<file path="src/rtl/core/circular_deque_top_assert.svh">
// assertion macros for the circular deque
`ifndef CIRCULAR_DEQUE_TOP_ASSERT_SVH
`define CIRCULAR_DEQUE_TOP_ASSERT_SVH

// same-cycle implication, checked out of reset
`define CDQ_ASSERT_NOW(label, clk, rst, ante, cons, msg) \
   label: assert property (@(posedge clk) disable iff (rst) (ante) |-> (cons)) \
      else $error(msg);

// next-cycle implication, checked out of reset
`define CDQ_ASSERT_NEXT(label, clk, rst, ante, cons, msg) \
   label: assert property (@(posedge clk) disable iff (rst) (ante) |=> (cons)) \
      else $error(msg);

`endif

</file>
<file path="src/rtl/core/cdq_pkg.sv">
// types and codes shared by the circular deque modules
package cdq_pkg;

   localparam int DATA_W = 32;

   typedef logic [DATA_W-1:0] data_type;
   typedef logic [2:0]        req_kind_type;
   typedef logic [1:0]        status_type;

   localparam req_kind_type REQ_PUSH_FRONT = 3'd0;
   localparam req_kind_type REQ_PUSH_REAR  = 3'd1;
   localparam req_kind_type REQ_POP_FRONT  = 3'd2;
   localparam req_kind_type REQ_POP_REAR   = 3'd3;
   localparam req_kind_type REQ_PEEK_FRONT = 3'd4;

   localparam status_type ST_OK        = 2'd0;
   localparam status_type ST_OVERFLOW  = 2'd1;
   localparam status_type ST_UNDERFLOW = 2'd2;

endpackage

</file>
<file path="src/rtl/core/cdq_store.sv">
// entry store: one write port, one read port with registered read data
module cdq_store #(
   parameter int DEPTH = 8
) (
   input  logic                     clock,
   input  logic                     wr_en,
   input  logic [$clog2(DEPTH)-1:0] wr_addr,
   input  cdq_pkg::data_type        wr_data,
   input  logic                     rd_en,
   input  logic [$clog2(DEPTH)-1:0] rd_addr,
   output cdq_pkg::data_type        rd_data
);

   cdq_pkg::data_type mem [DEPTH];
   cdq_pkg::data_type rd_data_ff;

   always_ff @(posedge clock) begin
      if (wr_en) begin
         mem[wr_addr] <= wr_data;
      end
   end

   always_ff @(posedge clock) begin
      if (rd_en) begin
         rd_data_ff <= mem[rd_addr];
      end
   end

   assign rd_data = rd_data_ff;

endmodule

</file>
<file path="src/rtl/core/circular_deque_top.sv">
// circular deque top level: pointer control, entry store and result register
//
// A double-ended queue of DEPTH unsigned 32-bit entries. Each request pushes at
// either end, pops from either end or peeks at the front, and returns one
// result with a status, the popped or peeked value and the empty and full
// flags after the request. Sustained rate is one request per cycle: the head,
// tail and empty registers update in the cycle a request is taken, and the
// store does one access per request, so the pointer update loop and the store
// ports set that figure. A result goes from the store read register to the
// output register and is held in that register until taken; a request is
// taken while a result waits, and the input stalls only when a further
// result would have nowhere to go. No clearing pass follows reset.
`include "circular_deque_top_assert.svh"

module circular_deque_top #(
   parameter int DEPTH = 8
) (
   input  logic        clock,
   input  logic        reset,
   input  logic        req_tvalid,
   output logic        req_tready,
   input  logic [31:0] req_tdata,   // value[31:0]
   input  logic [2:0]  req_tuser,   // req_type[2:0]
   output logic        rsp_tvalid,
   input  logic        rsp_tready,
   output logic [39:0] rsp_tdata,   // data_out[31:0], is_empty[32], is_full[33], zero fill
   output logic [1:0]  rsp_tuser    // status[1:0]
);

   localparam int AW = $clog2(DEPTH);
   localparam logic [AW-1:0] LAST_IDX = AW'(DEPTH - 1);

   function automatic logic [AW-1:0] idx_next(input logic [AW-1:0] i);
      return (i == LAST_IDX) ? '0 : AW'(i + 1'b1);
   endfunction

   function automatic logic [AW-1:0] idx_prev(input logic [AW-1:0] i);
      return (i == '0) ? LAST_IDX : AW'(i - 1'b1);
   endfunction

   logic [AW-1:0] head_ff, head_in;
   logic [AW-1:0] tail_ff, tail_in;
   logic          empty_ff, empty_in;
   logic          full_now, full_after;

   logic                 busy_ff, busy_in;
   logic                 pend_rd_ff, pend_rd_in;
   cdq_pkg::status_type  pend_status_ff, pend_status_in;
   logic                 pend_empty_ff, pend_empty_in;
   logic                 pend_full_ff, pend_full_in;

   logic                 rsp_valid_ff, rsp_valid_in;
   cdq_pkg::status_type  rsp_status_ff, rsp_status_in;
   cdq_pkg::data_type    rsp_data_ff, rsp_data_in;
   logic                 rsp_empty_ff, rsp_empty_in;
   logic                 rsp_full_ff, rsp_full_in;

   logic              wr_en, rd_en;
   logic [AW-1:0]     wr_addr, rd_addr;
   cdq_pkg::data_type rd_data;

   logic req_fire, drain, out_free;
   cdq_pkg::req_kind_type req_kind;

   assign req_kind   = req_tuser;
   assign out_free   = !rsp_valid_ff || rsp_tready;
   assign drain      = busy_ff && out_free;
   assign req_tready = !busy_ff || out_free;
   assign req_fire   = req_tvalid && req_tready;

   assign full_now   = !empty_ff && (idx_next(tail_ff) == head_ff);
   assign full_after = !empty_in && (idx_next(tail_in) == head_in);

   // request decode and pointer update
   always_comb begin
      head_in        = head_ff;
      tail_in        = tail_ff;
      empty_in       = empty_ff;
      wr_en          = 1'b0;
      wr_addr        = '0;
      rd_en          = 1'b0;
      rd_addr        = '0;
      pend_rd_in     = 1'b0;
      pend_status_in = cdq_pkg::ST_OK;
      if (req_fire) begin
         case (req_kind)
            cdq_pkg::REQ_PUSH_FRONT, cdq_pkg::REQ_PUSH_REAR: begin
               if (full_now) begin
                  pend_status_in = cdq_pkg::ST_OVERFLOW;
               end else if (empty_ff) begin
                  head_in  = '0;
                  tail_in  = '0;
                  empty_in = 1'b0;
                  wr_en    = 1'b1;
                  wr_addr  = '0;
               end else if (req_kind == cdq_pkg::REQ_PUSH_FRONT) begin
                  head_in = idx_prev(head_ff);
                  wr_en   = 1'b1;
                  wr_addr = idx_prev(head_ff);
               end else begin
                  tail_in = idx_next(tail_ff);
                  wr_en   = 1'b1;
                  wr_addr = idx_next(tail_ff);
               end
            end
            cdq_pkg::REQ_POP_FRONT, cdq_pkg::REQ_POP_REAR: begin
               if (empty_ff) begin
                  pend_status_in = cdq_pkg::ST_UNDERFLOW;
               end else begin
                  rd_en      = 1'b1;
                  pend_rd_in = 1'b1;
                  rd_addr    = (req_kind == cdq_pkg::REQ_POP_FRONT) ? head_ff : tail_ff;
                  if (head_ff == tail_ff) begin
                     empty_in = 1'b1;
                  end else if (req_kind == cdq_pkg::REQ_POP_FRONT) begin
                     head_in = idx_next(head_ff);
                  end else begin
                     tail_in = idx_prev(tail_ff);
                  end
               end
            end
            cdq_pkg::REQ_PEEK_FRONT: begin
               if (empty_ff) begin
                  pend_status_in = cdq_pkg::ST_UNDERFLOW;
               end else begin
                  rd_en      = 1'b1;
                  pend_rd_in = 1'b1;
                  rd_addr    = head_ff;
               end
            end
            default: begin
            end
         endcase
      end
      pend_empty_in = empty_in;
      pend_full_in  = full_after;
   end

   // pending stage and output register
   always_comb begin
      busy_in       = busy_ff;
      rsp_valid_in  = rsp_valid_ff;
      rsp_status_in = rsp_status_ff;
      rsp_data_in   = rsp_data_ff;
      rsp_empty_in  = rsp_empty_ff;
      rsp_full_in   = rsp_full_ff;
      if (rsp_valid_ff && rsp_tready) begin
         rsp_valid_in = 1'b0;
      end
      if (drain) begin
         busy_in       = 1'b0;
         rsp_valid_in  = 1'b1;
         rsp_status_in = pend_status_ff;
         rsp_data_in   = pend_rd_ff ? rd_data : '0;
         rsp_empty_in  = pend_empty_ff;
         rsp_full_in   = pend_full_ff;
      end
      if (req_fire) begin
         busy_in = 1'b1;
      end
   end

   always_ff @(posedge clock) begin
      if (reset) begin
         head_ff      <= '0;
         tail_ff      <= '0;
         empty_ff     <= 1'b1;
         busy_ff      <= 1'b0;
         rsp_valid_ff <= 1'b0;
      end else begin
         head_ff      <= head_in;
         tail_ff      <= tail_in;
         empty_ff     <= empty_in;
         busy_ff      <= busy_in;
         rsp_valid_ff <= rsp_valid_in;
      end
   end

   always_ff @(posedge clock) begin
      if (req_fire) begin
         pend_rd_ff     <= pend_rd_in;
         pend_status_ff <= pend_status_in;
         pend_empty_ff  <= pend_empty_in;
         pend_full_ff   <= pend_full_in;
      end
      rsp_status_ff <= rsp_status_in;
      rsp_data_ff   <= rsp_data_in;
      rsp_empty_ff  <= rsp_empty_in;
      rsp_full_ff   <= rsp_full_in;
   end

   cdq_store #(
      .DEPTH (DEPTH)
   ) u_store (
      .clock   (clock),
      .wr_en   (wr_en),
      .wr_addr (wr_addr),
      .wr_data (req_tdata),
      .rd_en   (rd_en),
      .rd_addr (rd_addr),
      .rd_data (rd_data)
   );

   assign rsp_tvalid = rsp_valid_ff;
   assign rsp_tuser  = rsp_status_ff;
   assign rsp_tdata  = {6'b0, rsp_full_ff, rsp_empty_ff, rsp_data_ff};

   `CDQ_ASSERT_NOW(a_flags_exclusive, clock, reset, rsp_valid_ff,
      !(rsp_empty_ff && rsp_full_ff), "result reports both empty and full")
   `CDQ_ASSERT_NOW(a_underflow_clean, clock, reset,
      rsp_valid_ff && (rsp_status_ff == cdq_pkg::ST_UNDERFLOW),
      (rsp_data_ff == '0) && rsp_empty_ff, "underflow result with data or not empty")
   `CDQ_ASSERT_NEXT(a_push_fills, clock, reset,
      req_fire && !full_now &&
      ((req_kind == cdq_pkg::REQ_PUSH_FRONT) || (req_kind == cdq_pkg::REQ_PUSH_REAR)),
      !empty_ff, "deque empty after an accepted push")

endmodule
</file>
<file path="config.mk">
export PLATFORM = sky130hd
export DESIGN_NAME = circular_deque_top
export DESIGN_NICKNAME = d
export VERILOG_FILES = /design/src/rtl/core/cdq_pkg.sv /design/src/rtl/core/cdq_store.sv /design/src/rtl/core/circular_deque_top.sv
export VERILOG_INCLUDE_DIRS = /design/src /design/src/rtl/core
export SDC_FILE = /design/constraint.sdc
export NUM_CORES = 1
export LEC_CHECK = 0
export BUFFER_PORTS_ARGS = -buffer_cell sky130_fd_sc_hd__buf_4
export CORE_UTILIZATION = 55
export CTS_CLUSTER_SIZE = 14
export DETAILED_ROUTE_END_ITERATION = 16
export GPL_ROUTABILITY_DRIVEN = 0
export PLACE_DENSITY = 0.77
export SLEW_MARGIN = 20
export SYNTH_ARGS = -nofsm -noshare
export SYNTH_HDL_FRONTEND = slang
export SYNTH_SLANG_ARGS = --single-unit
</file>
<file path="constraint.sdc">
create_clock -name clock -period 4.85 [get_ports clock]
set_input_delay 0.2425 -clock clock [delete_from_list [all_inputs] [get_ports clock]]
set_output_delay 0.2425 -clock clock [all_outputs]
set_load 0.1 [all_outputs]
</file>
After elaboration in Yosys (flattened, before gate mapping)
Memory sizes are Yosys's and may differ from the RTL's. A register that Yosys moved wholly into a read port is not among the register bits.
Index checks and enable logic that the tools add are counted.
{"block": "totals", "register_bits": 50, "latchBits": 0, "ram_bits": 256, "mem_bits_ro": 0, "input_bits": 39, "mem_count": 1}
{"block": "classes", "addsub": 5, "mul": 0, "div_mod_pow": 0, "n_lt_le_gt_ge": 0, "n_eq_ne": 10, "n_shift": 0, "muxes": 51, "bitwise": 0, "n_reduce_logical": 19}
{"memory": "u_store.mem", "words": 8, "width": 32, "read_ports": 1, "rd_ports_with_merged_regs": 1, "write_ports": 1, "line": "cdq_store.sv:14", "rtl": "cdq_pkg::data_type mem [DEPTH];"}
{"op": "$mux 3", "n": 28}
{"op": "$pmux 3 s2", "n": 3}
{"op": "$mux 1", "n": 17}
{"op": "$eq 3x3->1 const B", "n": 4}
{"op": "$add 3x1->3 const B", "n": 3}
{"op": "$eq 3x3->1", "n": 3}
{"op": "$logic_not 3->1", "n": 3}
{"op": "$eq 3x2->1 const B", "n": 2}
{"op": "$sub 3x1->3 const B", "n": 2}
{"op": "$logic_and 1x1->1", "n": 5}
{"op": "$logic_not 1->1", "n": 4}
{"op": "$pmux 2 s2", "n": 1}
{"op": "$reduce_bool 2->1", "n": 2}
{"op": "$reduce_or 2->1", "n": 2}
{"op": "$eq 3x1->1 const B", "n": 1}
{"op": "$reduce_or 3->1", "n": 1}
{"op": "$logic_or 1x1->1", "n": 2}
{"op": "$mux 2", "n": 1}
{"op": "$pmux 1 s2", "n": 1}

Longest topological paths before layout
{"block": "depth", "word_depth": 11, "ltp_mapped": 15}

Hierarchy
From an unflattened synthesis, not the netlist that was laid out.
{"block": "hier_totals", "hier_cells": 657, "area_unflattened_um2": 13465.4}
{"module": "cdq_store", "instances": 1, "cells_per_inst": 415, "area_per_inst_um2": 10786.6, "seq_area_each_um2": 8648.3}
{"module": "circular_deque_top", "instances": 1, "cells_per_inst": 242, "area_per_inst_um2": 2678.8, "seq_area_each_um2": 1411.4}

Worst setup path before layout
Ideal clock, no wire load.
{"block": "synth_path", "kind": "register to register", "startpoint": "reg rsp_valid_ff, in the netlist rsp_tvalid", "endpoint": "mem u_store.mem[2][0] (netlist name) (enable)", "setup_time_ns": 0.461, "t_arrival_ns": 4.629, "required_time_ns": 4.389, "slack_ns": -0.240, "stages_incl_launch_ff": 6, "synth_period_minus_slack_ns": 5.090, "cell_sequence": "dfxtp_1 -> and3b_1 -> inv_2 -> nand3b_1 -> or4_1 -> nor3_1"}
{"block": "synth_between", "elab_chain_cells": 7}
{"element": "start: declaration", "line": "circular_deque_top.sv:52", "rtl": "logic rsp_valid_ff, rsp_valid_in;"}
{"element": "start signal: assignment", "line": "circular_deque_top.sv:175", "rtl": "rsp_valid_ff <= rsp_valid_in;"}
{"element": "$logic_not 1->1 *", "line": "circular_deque_top.sv:66", "rtl": "assign out_free = !rsp_valid_ff || rsp_tready;"}
{"element": "$logic_or 1x1->1 *", "line": "circular_deque_top.sv:66"}
{"element": "$logic_or 1x1->1 *", "line": "circular_deque_top.sv:68", "rtl": "assign req_tready = !busy_ff || out_free;"}
{"element": "via req_tready", "line": "circular_deque_top.sv:21", "rtl": "output logic req_tready,"}
{"element": "$logic_and 1x1->1 *", "line": "circular_deque_top.sv:69", "rtl": "assign req_fire = req_tvalid && req_tready;"}
{"element": "$mux 1", "line": "circular_deque_top.sv:85", "rtl": "if (req_fire) begin"}
{"element": "$mux 1", "line": "cdq_store.sv:18", "rtl": "if (wr_en) begin"}
{"element": "$mux 1 (not written as such)", "line": "cdq_store.sv:19", "rtl": "mem[wr_addr] <= wr_data;"}
{"element": "end: declaration", "line": "cdq_store.sv:14"}
The timed path passes the listed nets; every way through them passes the cells marked *.

Worst setup path in the final report
{"block": "layout_path", "startpoint": "reg tail_ff[0]", "endpoint": "mem u_store.mem[7][27] (netlist name) (enable)"}
{"block": "layout_between", "elab_chain_cells": 9}
{"element": "start: declaration", "line": "circular_deque_top.sv:42", "rtl": "logic [AW-1:0] tail_ff, tail_in;"}
{"element": "start signal: assignment", "line": "circular_deque_top.sv:172", "rtl": "tail_ff <= tail_in;"}
{"element": "$add 3x1->3 / $eq 3x3->1 (equally long branches)", "line": "circular_deque_top.sv:34", "rtl": "return (i == LAST_IDX) ? '0 : AW'(i + 1'b1);"}
{"element": "$mux 3 *", "line": "circular_deque_top.sv:34"}
{"element": "$eq 3x3->1", "line": "circular_deque_top.sv:71", "rtl": "assign full_now = !empty_ff && (idx_next(tail_ff) == head_ff);"}
{"element": "$logic_and 1x1->1", "line": "circular_deque_top.sv:71"}
{"element": "$mux 1", "line": "circular_deque_top.sv:88", "rtl": "if (full_now) begin"}
{"element": "$mux 1", "line": "circular_deque_top.sv:86", "rtl": "case (req_kind)"}
{"element": "$mux 1", "line": "circular_deque_top.sv:85"}
{"element": "$mux 1", "line": "cdq_store.sv:18"}
{"element": "$mux 1 (not written as such)", "line": "cdq_store.sv:19"}
Mark *: on every way between the ends. The rest lies on a longest branch, timed or not.

==> impl_metrics.ini <==
[clock_network]
cts_sinks = 338
htree_levels = 2
cts_tree = yes
numCtsBuffers = 34
clk_latency_ps = 500
cts_resized = 0
clkTransAtPathRegs_ps = 60
clk_path_buf_depth = 3
ctsRootBufferMaster = clkbuf_16

[setup_path]
cp-end-kind = flip-flop
critical_path_class = reg -> reg
cp_max_fo = 17
startpoint_type = flip-flop
critical_path_arrival_ps = 3780
cp_data_required_time_ps = 5030

[placed_design]
io_buffers = 76
dp_cells = 1303
dpl.hpwl_um = 14600
placed_cell_area_sq_mm = 0.0147

[sta]
max_freq_mhz = 278
clock_skew_ps = 10.7
setup_viol = 0
fin_setup_tns_ps = 0
maxSlewViolCount = 0
timing_hold_violations_final = 0
slew_headroom_pct = 29.8
worst_pin_slew_ps = 1050
rsz0062_at_grt = false
period_share_pct = 74.2
period_needed_ps = 3600

[drt]
drc = 0
routed_wirelength_um = 26500
ant_nets = 0
drt-wirelength-per-cell_um = 19.1
routed_via_density = 5.89
first_pass_iters = 5
num_vias = 8169
drtIter0Drc = 715

[die]
die_h_um = 161
initial_core_util_pct = 56.5
die-area_sq_mm = 0.0258
core_area_sq_mm = 0.0245
rows = 57
io_pins = 83
die_w_um = 161

[synthesis]
synth_warnings = 0
ys_seq_area_share_pct = 72.8
synth_top_area_cell = edfxtp_1
synth.avg_cell_area_sq_um = 14.5
synth_edf_count = 329
synth.ff_latch_count = 338
synth_top_area_share_pct = 71.5
synth_flop_cell = edfxtp_1
synthCells = 952
ys_async_sr_fraction_pct = 0
yosys-top-cells-area = edfxtp_1 71%, nand2_1 3.8%, a211oi_1 3.5%
syn-cell-area_sq_mm = 0.0138
ys_types = 63

[global_routing]
grt_overflow = 0
grt_max_degree = 193
grt_use_met1_pct = 28.3
met2_usage_pct = 34.6
first_global_vias = 8173
grt_usage_pct = 21.1
antenna_found_initial = 0
grt_first_pass_wirelength_um = 42300
grt_use_met3_pct = 3.62
grt-busiest-layer = met2

[pwr]
p_leak_nw = 5.51
ir_worst_vdd_mv = 0.267
power_density_mw_per_mm2 = 370
total_power_mw = 5.93

[layout]
drive_above_1_share_pct = 15.3
seq_area_sq_mm = 0.0101
utilization_pct = 65.5
fin_area_sq_mm = 0.0160
final_nets = 1098
syn2layout_area_growth_pct = 15.9
fillers = 1714
antenna_cells = 0
instances_no_fill = 1387
multi_input_area_sq_mm = 0.00347

[worst_hold_path]
min_path_type = in -> reg

[run_status]
status = finished, final reports clean

[job]
drv_cap = 0
## final timing paths
check / start / endpoint / slack [ps] / cells after the start
max: tail_ff[0] / u_store.mem[7][27] / 1250 / 8
min: rsp_tready / rsp_tvalid / 130 / 4
max reg2reg: tail_ff[0] / u_store.mem[7][27] / 1250 / 8
min reg2reg: pend_empty_ff / rsp_empty_ff / 420 / 0
## kinds of logic (layout without fill, tap and decap cells)
logic type,Yosys count,count (layout),share of synthesized area [%]
adders and majority gates,9,9,0.815
buffers and inverters,81,187,2.93
muxes,1,1,0.0724
and+or+nand+nor,303,303,11.0
AOI/OAI and AO/OA,210,210,11.8
xor gates and xnor gates,9,9,0.570
DFF,338,338,72.8
other,1,6,0.0271
## critical path, stage by stage, from the launching register on
cell and delay (ps):
dfxtp_1 380, ha_1 230, ha_1 230, nor2_1 220, nor2_1 70, a311oi_1 860, nand2_1 330, nor2_4 540
buf_4 380
## layout make-up
class / instances / share of cell area (%)
multi-input combinational: 538 / 21.7
inverter: 12 / 0.281
clock inverter: 9 / 0.461
timing repair buffer: 126 / 6.64
tap: 324 / 2.53
sequential: 338 / 62.8
clock buffer: 40 / 5.59
## report_power, final
part	switching [mW]	internal, mW
Clock	0.995	1.35
Sequential	0.0144	3.24
Combinational	0.230	0.0954
## sequential cells by signal (all words and copies together), names as in the netlist
register / cells
u_store.rd_data: 32
tail_ff: 3
empty_ff: 1
pend_empty_ff: 1
pend_rd_ff: 1
rsp_empty_ff: 1
head_ff: 3
pend_status_ff: 2
pend_full_ff: 1
u_store.mem: 256
rsp_tvalid: 1
rsp_tuser: 2
rsp_data_ff: 32
rsp_full_ff: 1
busy_ff: 1
## cell usage after synthesis, types with 11 or more instances
cell type and instances:
nor2b_1 69, inv_1 11, nor2_1 22, buf_2 30
buf_4 15, a21o_1 35, edfxtp_1 329, a211oi_1 65
nand2_1 141, a31oi_1 32, a311oi_1 37, clkbuf_1 23
and2_1 32
## repair_timing
item | 4_1_cts | 5_1_grt
buffers inserted | 0 | 0
hold buffers | 34 | 0
endpoints found under the hold margin | 264 | 0
## through the flow
stage / hold WS, ps / setup slack, ps
4_1_cts: 113 / 1290
6_report: 131 / 1250
3_3_place_gp: 402 / 1410
2_1_floorplan: 341 / -240
3_5_place_dp: 409 / 1320
5_1_grt: 132 / 969
## routing by layer
layer  up-vias  wire (um)
met4         0        670
li1       3794          -
met3        57       1720
met1      4031      11200
met2       287      12900
met5         -          0
## cell usage in the layout, fill, tap and decap left out, types with 4 or more instances in the layout
| cell | count |
|---|---|
| a211oi_1 | 65 |
| a21o_1 | 35 |
| a21oi_1 | 8 |
| a311oi_1 | 37 |
| a31oi_1 | 32 |
| and2_1 | 32 |
| buf_4 | 89 |
| clkbuf_1 | 5 |
| clkbuf_16 | 35 |
| conb_1 | 6 |
| dfxtp_1 | 9 |
| dlygate4sd3_1 | 34 |
| edfxtp_1 | 329 |
| ha_1 | 9 |
| inv_1 | 11 |
| nand2_1 | 140 |
| nand2b_1 | 5 |
| nand3_1 | 4 |
| nor2_1 | 18 |
| nor2_4 | 4 |
| nor2b_1 | 69 |
| nor3_2 | 5 |
| o21ai_0 | 4 |
| xnor2_1 | 7 |
(Power assumes the default switching activity.)
